==> src/rtl/core/ces_pkg.sv <==
// Shared widths, codes and controller/datapath interface types for the exon scorer.
`default_nettype none

package ces_pkg;

	localparam int COORD_BITS    = 32;
	localparam int IDENT_BITS    = 17;
	localparam int FRAC_BITS     = 16;
	localparam int LEN_BITS      = 32;
	localparam int CFG_BITS      = 16;
	localparam int SUM_BITS      = 56;
	localparam int PROD_BITS     = LEN_BITS + IDENT_BITS;
	localparam int TALLY_BITS    = 16;
	localparam int MC_BITS       = 32;
	localparam int BIN_BITS      = 8;
	localparam int NUM_BITS      = MC_BITS + 4;
	localparam int DEN_BITS      = LEN_BITS + BIN_BITS;
	localparam int QBIT_BITS     = $clog2(BIN_BITS);

	localparam int IN_DATA_BITS  = 216;
	localparam int OUT_DATA_BITS = 64;

	localparam int APB_ADDR_BITS = 3;
	localparam int APB_DATA_BITS = 32;

	localparam logic REG_MIN_EXON   = 1'b0;
	localparam logic REG_MIN_INTRON = 1'b1;

	localparam logic [CFG_BITS-1:0] MIN_EXON_RESET   = 16'd10;
	localparam logic [CFG_BITS-1:0] MIN_INTRON_RESET = 16'd25;

	// datapath commands, one per controller state
	typedef struct packed {
		logic load;
		logic eval1;
		logic eval2;
		logic accum;
		logic round;
		logic scale;
		logic check;
		logic step;
		logic emit;
	} ces_cmd_t;

	typedef struct packed {
		logic last;
		logic sat;
		logic div_done;
	} ces_sts_t;

endpackage

`default_nettype wire

==> src/rtl/core/compartment_exon_scorer.sv <==
// A non-final hit passes through capture, two evaluate steps and accumulate, then frees the block.
// A final hit then goes through round, scale and check and, when not saturated, the 8-step
// restoring divider for the identity bin before emit; a saturated bin skips the divider.
// A new hit is taken only when idle; the result register frees the input while a result waits.
// Reset (arst_n low): compartment state cleared, min_exon_length 10, min_intron_length 25.
`default_nettype none

module compartment_exon_scorer import ces_pkg::*; (
	input  wire logic                     clk,
	input  wire logic                     arst_n,
	// slave side
	input  wire logic                     s_tvalid,
	output logic                          s_tready,
	// query_start, query_stop, subj_start, subj_stop, subj_strand, identity,
	// hit_length, query_length, zero fill
	input  wire logic [IN_DATA_BITS-1:0]  s_tdata,
	input  wire logic                     s_tlast,
	// master side
	output logic                          m_tvalid,
	input  wire logic                     m_tready,
	// exon_count, match_count, identity_bin, strand_error, zero fill
	output logic      [OUT_DATA_BITS-1:0] m_tdata,
	// configuration
	input  wire logic                     psel,
	input  wire logic                     penable,
	input  wire logic                     pwrite,
	input  wire logic [APB_ADDR_BITS-1:0] paddr,
	input  wire logic [APB_DATA_BITS-1:0] pwdata,
	output logic      [APB_DATA_BITS-1:0] prdata,
	output logic                          pready
);

	logic [CFG_BITS-1:0] min_exon_q;
	logic [CFG_BITS-1:0] min_intron_q;
	logic                wr_en;
	ces_cmd_t            cmd;
	ces_sts_t            sts;

	assign pready = 1'b1;
	assign wr_en  = psel && penable && pwrite && pready;

	always_ff @(posedge clk or negedge arst_n) begin
		if (!arst_n) begin
			min_exon_q   <= MIN_EXON_RESET;
			min_intron_q <= MIN_INTRON_RESET;
		end else if (wr_en) begin
			if (paddr[2] == REG_MIN_INTRON) begin
				min_intron_q <= pwdata[CFG_BITS-1:0];
			end else begin
				min_exon_q <= pwdata[CFG_BITS-1:0];
			end
		end
	end

	always_comb begin
		prdata = '0;
		if (paddr[1:0] == 2'b00) begin
			if (paddr[2] == REG_MIN_EXON) begin
				prdata = APB_DATA_BITS'(min_exon_q);
			end else begin
				prdata = APB_DATA_BITS'(min_intron_q);
			end
		end
	end

	ces_ctrl u_ctrl (
		.clk      (clk),
		.arst_n   (arst_n),
		.s_tvalid (s_tvalid),
		.s_tready (s_tready),
		.m_tvalid (m_tvalid),
		.m_tready (m_tready),
		.sts      (sts),
		.cmd      (cmd)
	);

	ces_dp u_dp (
		.clk               (clk),
		.arst_n            (arst_n),
		.cmd               (cmd),
		.sts               (sts),
		.s_tdata           (s_tdata),
		.s_tlast           (s_tlast),
		.min_exon_length   (min_exon_q),
		.min_intron_length (min_intron_q),
		.m_tdata           (m_tdata)
	);

endmodule

`default_nettype wire

==> src/rtl/core/ces_ctrl.sv <==
// Sequencing controller: steps one hit through evaluation and accumulation, and the final hit through scoring.
`default_nettype none

module ces_ctrl import ces_pkg::*; (
	input  wire logic     clk,
	input  wire logic     arst_n,
	input  wire logic     s_tvalid,
	output logic          s_tready,
	output logic          m_tvalid,
	input  wire logic     m_tready,
	input  wire ces_sts_t sts,
	output ces_cmd_t      cmd
);

	localparam logic [3:0] ST_IDLE  = 4'd0;
	localparam logic [3:0] ST_EV1   = 4'd1;
	localparam logic [3:0] ST_EV2   = 4'd2;
	localparam logic [3:0] ST_ACC   = 4'd3;
	localparam logic [3:0] ST_ROUND = 4'd4;
	localparam logic [3:0] ST_SCALE = 4'd5;
	localparam logic [3:0] ST_CHECK = 4'd6;
	localparam logic [3:0] ST_DIV   = 4'd7;
	localparam logic [3:0] ST_EMIT  = 4'd8;

	logic [3:0] state_q;
	logic [3:0] state_d;
	logic       out_valid_q;
	logic       out_free;

	assign s_tready = (state_q == ST_IDLE);
	assign m_tvalid = out_valid_q;
	assign out_free = !out_valid_q || m_tready;

	always_comb begin
		cmd     = '0;
		state_d = state_q;
		case (state_q)
			ST_IDLE: begin
				if (s_tvalid) begin
					cmd.load = 1'b1;
					state_d  = ST_EV1;
				end
			end
			ST_EV1: begin
				cmd.eval1 = 1'b1;
				state_d   = ST_EV2;
			end
			ST_EV2: begin
				cmd.eval2 = 1'b1;
				state_d   = ST_ACC;
			end
			ST_ACC: begin
				cmd.accum = 1'b1;
				state_d   = sts.last ? ST_ROUND : ST_IDLE;
			end
			ST_ROUND: begin
				cmd.round = 1'b1;
				state_d   = ST_SCALE;
			end
			ST_SCALE: begin
				cmd.scale = 1'b1;
				state_d   = ST_CHECK;
			end
			ST_CHECK: begin
				cmd.check = 1'b1;
				state_d   = sts.sat ? ST_EMIT : ST_DIV;
			end
			ST_DIV: begin
				cmd.step = 1'b1;
				if (sts.div_done) begin
					state_d = ST_EMIT;
				end
			end
			ST_EMIT: begin
				// hold until the output register is free
				if (out_free) begin
					cmd.emit = 1'b1;
					state_d  = ST_IDLE;
				end
			end
			default: begin
				state_d = ST_IDLE;
			end
		endcase
	end

	always_ff @(posedge clk or negedge arst_n) begin
		if (!arst_n) begin
			state_q     <= ST_IDLE;
			out_valid_q <= 1'b0;
		end else begin
			state_q <= state_d;
			if (cmd.emit) begin
				out_valid_q <= 1'b1;
			end else if (m_tready) begin
				out_valid_q <= 1'b0;
			end
		end
	end

endmodule

`default_nettype wire

==> src/rtl/core/ces_dp.sv <==
// Datapath: hit registers, compartment state, match multiplier, rounding and bin divider.
`default_nettype none

module ces_dp import ces_pkg::*; (
	input  wire logic                     clk,
	input  wire logic                     arst_n,
	input  wire ces_cmd_t                 cmd,
	output ces_sts_t                      sts,
	input  wire logic [IN_DATA_BITS-1:0]  s_tdata,
	input  wire logic                     s_tlast,
	input  wire logic [CFG_BITS-1:0]      min_exon_length,
	input  wire logic [CFG_BITS-1:0]      min_intron_length,
	output logic      [OUT_DATA_BITS-1:0] m_tdata
);

	localparam logic [1:0] ACC_HOLD = 2'd0;
	localparam logic [1:0] ACC_LOAD = 2'd1;
	localparam logic [1:0] ACC_ADD  = 2'd2;

	// hit registers
	logic [COORD_BITS-1:0] qstart_q, qstop_q, sstart_q, sstop_q;
	logic                  strand_q;
	logic [IDENT_BITS-1:0] idty_q;
	logic [LEN_BITS-1:0]   hlen_q, qlen_q;
	logic                  last_q;

	// compartment state
	logic                  expect_first_q;
	logic                  comp_strand_q;
	logic [COORD_BITS-1:0] prev_qstop_q, prev_sstop_q;
	logic [TALLY_BITS-1:0] tally_q;
	logic [SUM_BITS-1:0]   sum_q;
	logic                  fault_q;

	// evaluation stage
	logic                  mism_q, reach_q;
	logic [COORD_BITS-1:0] s0_q, delta_q;
	logic [PROD_BITS-1:0]  prod_q;
	logic [1:0]            acc_op_q;

	// scoring
	logic [MC_BITS-1:0]    mc_q;
	logic [NUM_BITS-1:0]   rem_q;
	logic [BIN_BITS-1:0]   quo_q;
	logic [QBIT_BITS-1:0]  bit_q;
	logic                  sat_q;

	// output register
	logic [TALLY_BITS-1:0] exon_out_q;
	logic [MC_BITS-1:0]    mc_out_q;
	logic [BIN_BITS-1:0]   bin_out_q;
	logic                  serr_out_q;

	logic [COORD_BITS-1:0] q0max, offset, s0, qadv;
	logic                  reach;
	logic [COORD_BITS-1:0] gap_lo, gap_hi;
	logic                  new_exon;
	logic [LEN_BITS-1:0]   mul_a;
	logic [SUM_BITS:0]     sum_ext;
	logic [SUM_BITS:0]     rnd;
	logic [DEN_BITS-1:0]   den_full, trial;
	logic                  sat;

	assign q0max  = (prev_qstop_q > qstart_q) ? prev_qstop_q : qstart_q;
	assign offset = qstart_q - prev_qstop_q;
	assign s0     = comp_strand_q ? (sstart_q - offset) : (sstart_q + offset);
	assign qadv   = qstop_q - prev_qstop_q;
	assign reach  = (qstop_q >= prev_qstop_q)
		&& (qadv >= COORD_BITS'(min_exon_length));

	// plus strand looks forward from the previous stop, minus strand backward
	assign gap_lo   = comp_strand_q ? prev_sstop_q : s0_q;
	assign gap_hi   = comp_strand_q ? s0_q : prev_sstop_q;
	assign new_exon = (gap_hi >= gap_lo)
		&& ((gap_hi - gap_lo) >= COORD_BITS'(min_intron_length));

	assign mul_a   = expect_first_q ? hlen_q : delta_q;
	assign sum_ext = {1'b0, sum_q} + (SUM_BITS+1)'(prod_q);
	assign rnd     = {1'b0, sum_q} + (SUM_BITS+1)'(1 << (FRAC_BITS - 1));

	assign den_full = {qlen_q, {BIN_BITS{1'b0}}};
	assign trial    = DEN_BITS'(qlen_q) << bit_q;
	assign sat      = (qlen_q == '0) || (DEN_BITS'(rem_q) >= den_full);

	assign sts.last     = last_q;
	assign sts.sat      = sat;
	assign sts.div_done = (bit_q == '0);

	assign m_tdata = OUT_DATA_BITS'({serr_out_q, bin_out_q, mc_out_q, exon_out_q});

	// hit capture, evaluation, scoring and output registers, no reset needed
	always_ff @(posedge clk) begin
		if (cmd.load) begin
			qstart_q <= s_tdata[31:0];
			qstop_q  <= s_tdata[63:32];
			sstart_q <= s_tdata[95:64];
			sstop_q  <= s_tdata[127:96];
			strand_q <= s_tdata[128];
			idty_q   <= s_tdata[145:129];
			hlen_q   <= s_tdata[177:146];
			qlen_q   <= s_tdata[209:178];
			last_q   <= s_tlast;
		end
		if (cmd.eval1) begin
			mism_q  <= !expect_first_q && (strand_q != comp_strand_q);
			reach_q <= reach;
			s0_q    <= s0;
			delta_q <= qstop_q - q0max;
		end
		if (cmd.eval2) begin
			prod_q <= PROD_BITS'(mul_a) * PROD_BITS'(idty_q);
		end
		if (cmd.round) begin
			if (rnd[SUM_BITS:FRAC_BITS+MC_BITS] != '0) begin
				mc_q <= '1;
			end else begin
				mc_q <= rnd[FRAC_BITS+MC_BITS-1:FRAC_BITS];
			end
		end
		if (cmd.scale) begin
			// times ten as eight plus two
			rem_q <= (NUM_BITS'(mc_q) << 3) + (NUM_BITS'(mc_q) << 1);
		end
		if (cmd.check) begin
			sat_q <= sat;
			quo_q <= '0;
			bit_q <= QBIT_BITS'(BIN_BITS - 1);
		end
		if (cmd.step) begin
			if (DEN_BITS'(rem_q) >= trial) begin
				rem_q        <= rem_q - trial[NUM_BITS-1:0];
				quo_q[bit_q] <= 1'b1;
			end
			bit_q <= bit_q - 1'b1;
		end
		if (cmd.emit) begin
			exon_out_q <= tally_q;
			mc_out_q   <= mc_q;
			bin_out_q  <= sat_q ? '1 : quo_q;
			serr_out_q <= fault_q;
		end
	end

	// compartment state
	always_ff @(posedge clk or negedge arst_n) begin
		if (!arst_n) begin
			expect_first_q <= 1'b1;
			comp_strand_q  <= 1'b0;
			prev_qstop_q   <= '0;
			prev_sstop_q   <= '0;
			tally_q        <= TALLY_BITS'(1);
			sum_q          <= '0;
			fault_q        <= 1'b0;
			acc_op_q       <= ACC_HOLD;
		end else if (cmd.emit) begin
			expect_first_q <= 1'b1;
			comp_strand_q  <= 1'b0;
			prev_qstop_q   <= '0;
			prev_sstop_q   <= '0;
			tally_q        <= TALLY_BITS'(1);
			sum_q          <= '0;
			fault_q        <= 1'b0;
			acc_op_q       <= ACC_HOLD;
		end else begin
			if (cmd.eval2) begin
				acc_op_q <= ACC_HOLD;
				if (expect_first_q) begin
					expect_first_q <= 1'b0;
					comp_strand_q  <= strand_q;
					tally_q        <= TALLY_BITS'(1);
					prev_qstop_q   <= qstop_q;
					prev_sstop_q   <= sstop_q;
					acc_op_q       <= ACC_LOAD;
				end else if (mism_q) begin
					// drop the hit, keep the previous one as reference
					fault_q <= 1'b1;
				end else begin
					if (reach_q) begin
						if (new_exon && (tally_q != '1)) begin
							tally_q <= tally_q + 1'b1;
						end
						acc_op_q <= ACC_ADD;
					end
					prev_qstop_q <= qstop_q;
					prev_sstop_q <= sstop_q;
				end
			end
			if (cmd.accum) begin
				case (acc_op_q)
					ACC_LOAD: sum_q <= SUM_BITS'(prod_q);
					ACC_ADD:  sum_q <= sum_ext[SUM_BITS] ? '1 : sum_ext[SUM_BITS-1:0];
					default:  sum_q <= sum_q;
				endcase
			end
		end
	end

endmodule

`default_nettype wire
==> config.mk <==
export PLATFORM = sky130hd
export DESIGN_NAME = compartment_exon_scorer
export DESIGN_NICKNAME = d
export VERILOG_FILES = /design/src/rtl/core/ces_pkg.sv /design/src/rtl/core/compartment_exon_scorer.sv /design/src/rtl/core/ces_ctrl.sv /design/src/rtl/core/ces_dp.sv
export SDC_FILE = /design/constraint.sdc
export NUM_CORES = 2
export LEC_CHECK = 0
export ABC_AREA = 1
export BUFFER_PORTS_ARGS = -buffer_cell sky130_fd_sc_hd__buf_4
export CAP_MARGIN = 20
export CORE_UTILIZATION = 40
export DETAILED_ROUTE_END_ITERATION = 7
export SYNTH_ARGS = -nofsm -noshare
export SYNTH_HDL_FRONTEND = slang
export SYNTH_SLANG_ARGS = --single-unit
==> constraint.sdc <==
create_clock -name clk -period 42.3 [get_ports clk]
set_input_delay 6.345 -clock clk [delete_from_list [all_inputs] [get_ports clk]]
set_output_delay 6.345 -clock clk [all_outputs]
set_load 0.05 [all_outputs]
; ---- Word level (Yosys, flattened, before mapping)
; Cells that the tools add are included.
[totals]
reg_bits = 641
input_bits = 259
wordCells = 178
[classes]
addsub = 12
mul = 1
magnitude_cmp = 9
eq_ne = 17
shift = 1
muxes = 68
bitwise_logic = 2
n_reduce_logical = 33
[ops]
columns = operator, n
row1 = two-way mux 32 bit, 13
row2 = two-way mux 56 bit, 3
row3 = subtractor 32 bit, 5
row4 = two-way mux 16 bit, 8
row5 = case mux 56 bit (2 select lines), 1
row6 = two-way mux 36 bit, 3
row7 = greater-or-equal comparator 36 x 40 -> 1 bit, 2
row8 = greater-or-equal comparator 32 x 16 -> 1 bit, 2
row9 = greater-or-equal comparator 32 bit, 2
row10 = "adder 56 x 16 -> 57 bit, second input constant", 1
row11 = adder 56 x 49 -> 57 bit, 1
row12 = multiplier 32 x 17 -> 49 bit, 1
row13 = << shifter 32 x 3 -> 40 bit, 1
row14 = adder 35 x 33 -> 36 bit, 1
row15 = case mux 4 bit (9 select lines), 1
row16 = subtractor 36 bit, 1
row17 = adder 32 bit, 1
row18 = greater-than comparator 32 bit, 1
row19 = logical NOT 32 bit, 1
row20 = two-way mux 8 bit, 3
row21 = two-way mux 1 bit, 23
row22 = "adder 16 x 1 -> 16 bit, second input constant", 1
row23 = "== test 4 x 3 -> 1 bit, second input constant", 4
row24 = two-way mux 4 bit, 4
row25 = other kinds (30), 59

; ---- Longest topological paths before layout
[depth]
word_depth = 11
mapped_depth = 36
ltp_nobuf = 36

; ---- Hierarchy
; A second synthesis with hierarchy kept.
[unflattened]
hier_cells = 8429
area_unflattened_um2 = 63912.5
[by_module_without_submodules]
columns = module, instances, cells_each, area_per_inst_um2, seq_area_each_um2
row1 = ces_dp, 1, 8156, 61903.1, 16993.8
row2 = compartment_exon_scorer, 1, 216, 1670.4, 807.0
row3 = ces_ctrl, 1, 57, 339.1, 125.1

; ---- Least setup slack after synthesis
; OpenSTA, ideal clock, no wires.
[synth_path]
path_kind = input-to-reg
from = input s_tvalid
to = register u_dp.hlen_q[0] (enable)
t_arrival_ns = 20.523
required_ns = 41.258
setup_slack_ns = 20.735
path_stages = 2
cell_sequence = inv_1 > nor3_1
[synth_rtl]
columns = item, line_no
row1 = start: declaration, compartment_exon_scorer.sv:12  ; input wire logic s_tvalid,
row2 = end signal: assignment, ces_dp.sv:100  ; hlen_q <= s_tdata[177:146];
row3 = end: declaration, ces_dp.sv:24  ; logic [LEN_BITS-1:0] hlen_q, qlen_q;

; ---- Worst setup path in the final report
[layout_path]
from = input paddr[1]
to = output prdata[10]
[layout_via]
elab_chain_cells = 2
[layout_lines]
columns = item, line_no
row1 = start: declaration, compartment_exon_scorer.sv:27  ; input wire logic [APB_ADDR_BITS-1:0] paddr,
row2 = logical NOT 2 bit, compartment_exon_scorer.sv:57  ; if (paddr[1:0] == 2'b00) begin
row3 = two-way mux 16 bit, compartment_exon_scorer.sv:57
row4 = end: declaration, compartment_exon_scorer.sv:29  ; output logic [APB_DATA_BITS-1:0] prdata,
; Every way passes these cells.

==> run_results.csv <==
group,metric,value,unit
detailed_routing,ant_nets,0,
floorplanning,initial_utilization,0.403,
synthesis,synth_compound_area_frac,0.105,
global_route,grt_max_degree,132,
sta,clock_skew,0.0506,ns
place,hpwlAfterDp,169,mm
worst_hold_path,holdPathStages,2,
worst_setup_path,setup.worst_path.start_class,"input port",
floorplanning,coreArea,0.158,mm²
floorplanning,die_w,401,µm
detailed_routing,initialDrtViolationCount,3892,
synthesis,synth_fa_ha_area_frac,0.234,
sta,rsz0062_at_grt,"false",
synthesis,syn-mean-instance-area,7.57,µm²
sta,max-slew-margin-rel,0.222,
clocking,cts_buffers,79,
synthesis,synthMuxAreaShare,0.000628,
detailed_routing,firstDrtPassIters,6,
worst_hold_path,hp-class,"register to register",
detailed_routing,drc,0,
sta,period_minus_slack,13.81,ns
floorplanning,die_area,0.161,mm²
place,io_buffers,311,
synthesis,ys_seq_elements,641,
detailed_routing,wl_per_cell,19.1,µm
clocking,clk_pin_slew,0.06,ns
final_layout,drive_gt1_frac,0.0738,
synthesis,synth_simple_gate_area_frac,0.233,
synthesis,yosysTopAreaCell,"edfxtp_1",
sta,slew_viol_final,0,
global_route,track_usage,0.254,
worst_setup_path,critical_path_depth,4,
sta,worst_pin_slew,1.17,ns
clocking,cts_sinks,641,
clocking,postCtsResizedCells,0,
synthesis,synth_top_family_by_area,"adder cells",
detailed_routing,vias,55423,
final_layout,syn2layout_area_growth,11.4,%
detailed_routing,vias_per_cell,5.14,
synthesis,syn_inst,8413,
worst_setup_path,crit_fanout,16,
synthesis,synth_edf_count,419,
worst_setup_path,worstPathRequired,35.95,ns
place,place_congestion,0.954,
synthesis,synth_xor_area_frac,0.0405,
worst_setup_path,crit_top_cell,"buf_4",
worst_setup_path,critPathKind,"input port to output pin",
worst_setup_path,path_cells,"buf_4 -> or2_2 -> a211oi_1 -> buf_4",
synthesis,ys_seq_area_frac,0.281,
synthesis,ys.warnings.count,0,
status,status,"complete, no violations",
worst_setup_path,arrival,7.46,ns
floorplanning,rows,146,
clocking,hold_buffers,0,
global_route,grt_antenna_before_repair,2,
sta,max_freq,0.0724,GHz
clocking,cts_setup_buffers,0,
global_route,grt_overflow,0,
synthesis,ys.flop_type,"edfxtp_1",
global_route,grt_pass1_wl,317,mm
sta,final_hold_viol_count,0,
synthesis,synth_cell_types,65,
global_route,use_met1,0.340,
worst_setup_path,cp_num_buf_inv,2,
worst_setup_path,slowest_stage,"or2_2",
synthesis,synth_area,0.0637,mm²
final_layout,fill_cells,16119,
synthesis,synth_top_area_frac,0.197,
synthesis,yosysMostFrequentCell,"nand2_1",
final_layout,nets,9825,
clocking,root_buffer,"clkbuf_16",
sta,setup_tns,0,ns
flow_run,cap_viol_max_count,0,
global_route,grt_pass1_vias,55038,
synthesis,synth-async-reset-ratio,0.278,
floorplanning,die_h,401,µm
clocking,h-tree-depth,3,
synthesis,netlist_top_cells_area,"edfxtp_1 (20%), fa_1 (14%), nand2_1 (12%)",
worst_setup_path,critPathCaptureType,"output pin",
global_route,grt_util_met3,0.0335,
synthesis,ys_top_cells_by_count,"nand2_1 (2028), inv_1 (1494), nor2_1 (859), o21ai_0 (541), ha_1 (460)",
clocking,worstSkewPairLatency,0.73,ns
worst_setup_path,r2r_cells,24,
clocking,clock_path_buffers,3,
worst_setup_path,slowest_delay,0.43,ns
floorplanning,ios,358,
worst_setup_path,crit_family,"simple AND/OR/NAND/NOR gates",
sta,setup_violations,0,
sta,post-route-period-util,0.326,
global_route,top_usage_layer,"met2",
clocking,cts_tree,"yes",
detailed_routing,wl,206,mm
global_route,met2_usage,0.429,
==> flip-flops by register name, summed over array words and instances, names as in the netlist, 4 cells and up <==
register           flops
u_dp.mc_q             32
u_dp.sstop_q          32
u_dp.mc_out_q         32
u_dp.prev_qstop_q     32
u_dp.delta_q          32
u_dp.qlen_q           32
u_dp.sstart_q         32
u_dp.prod_q           49
u_dp.bin_out_q         8
u_dp.rem_q            36
u_dp.hlen_q           32
u_dp.qstop_q          32
u_ctrl.state_q         4
min_intron_q          16
u_dp.tally_q          16
u_dp.idty_q           17
u_dp.s0_q             32
u_dp.exon_out_q       16
u_dp.qstart_q         32
u_dp.prev_sstop_q     32
min_exon_q            16
u_dp.quo_q             8
u_dp.sum_q            56
==> placed cells by master (no fill, tap or decap), types with 82 or more instances in the layout <==
cell type	n
inv_1	1492
edfxtp_1	419
dfrtp_1	170
o21ai_0	535
nor3_1	93
nand2_1	2027
clkbuf_16	82
ha_1	460
nor2_1	855
nand3_1	326
a21oi_1	425
xnor2_1	100
fa_1	457
xor2_1	191
buf_4	358
==> through the flow <==
| stage | util | setup WS [ns] | hold slack (ns) | cells | instance area [µm²] |
|---|---|---|---|---|---|
| floorplan | - | 20.74 | 0.421 | 8435 | 63800 |
| detailed placement | 0.431 | 28.48 | 0.440 | 10637 | 68200 |
| CTS | 0.448 | 28.48 | 0.455 | 10785 | 70900 |
| global placement | 0.431 | 28.50 | 0.439 | 10636 | 68200 |
| global route | 0.449 | 28.45 | 0.478 | 10788 | 71000 |
| finish | 0.449 | 28.49 | 0.451 | 10790 | 71000 |
==> worst register-to-register path: cells and delay by family (launching register included) <==
| family | cells | cell delay (ns) |
|---|---|---|
| compound gates | 3 | 1.02 |
| simple gates | 9 | 1.41 |
| buf+inv | 5 | 1.16 |
| flops | 1 | 0.57 |
| fa+ha+maj | 7 | 3.55 |
==> routing by layer <==
layer / routed length, µm / vias to the layer above
met1: 91800 / 26494
met2: 97500 / 1445
met4: 5800 / 0
met5: 0 / -
li1: - / 27203
met3: 10700 / 281
==> kinds of logic (layout without fill, tap and decap cells) <==
logic type / count (synthesis) / after routing
AOI/OAI and AO/OA: 1226 / 1226
xor gates and xnor gates: 293 / 293
adders and majority gates: 917 / 917
buffers and inverters: 1742 / 2023
DFF: 641 / 641
muxes: 4 / 4
other: 2 / 26
and+or+nand+nor: 3588 / 3588
==> path summary, 6_finish.rpt <==
path                                startpoint  slack (ns)                 end
setup / recovery                      paddr[1]       28.49          prdata[10]
max in group asynchronous               arst_n       35.05  u_dp.comp_strand_q
hold / removal                   u_dp.quo_q[7]        0.45       u_dp.quo_q[7]
hold reg to reg                  u_dp.quo_q[7]        0.45       u_dp.quo_q[7]
min in group asynchronous               arst_n        5.66      u_dp.sum_q[10]
setup reg to reg           u_dp.expect_first_q       34.30     u_dp.prod_q[43]
==> area by class of cell <==
cell class	count	area [µm²]	area share
clock inverters	53	623	0.00877
flip-flops and latches	641	17900	0.252
repair buffers	363	2800	0.0395
inverters	1512	5680	0.0799
multi-input cells	6052	39300	0.553
clock buffers	95	2130	0.0300
diodes	2	5.00	0.0000705
well taps	2072	2590	0.0365
Power is not shown: default switching activity piles up to over one toggle a cycle in this logic, so the estimate is an artifact.
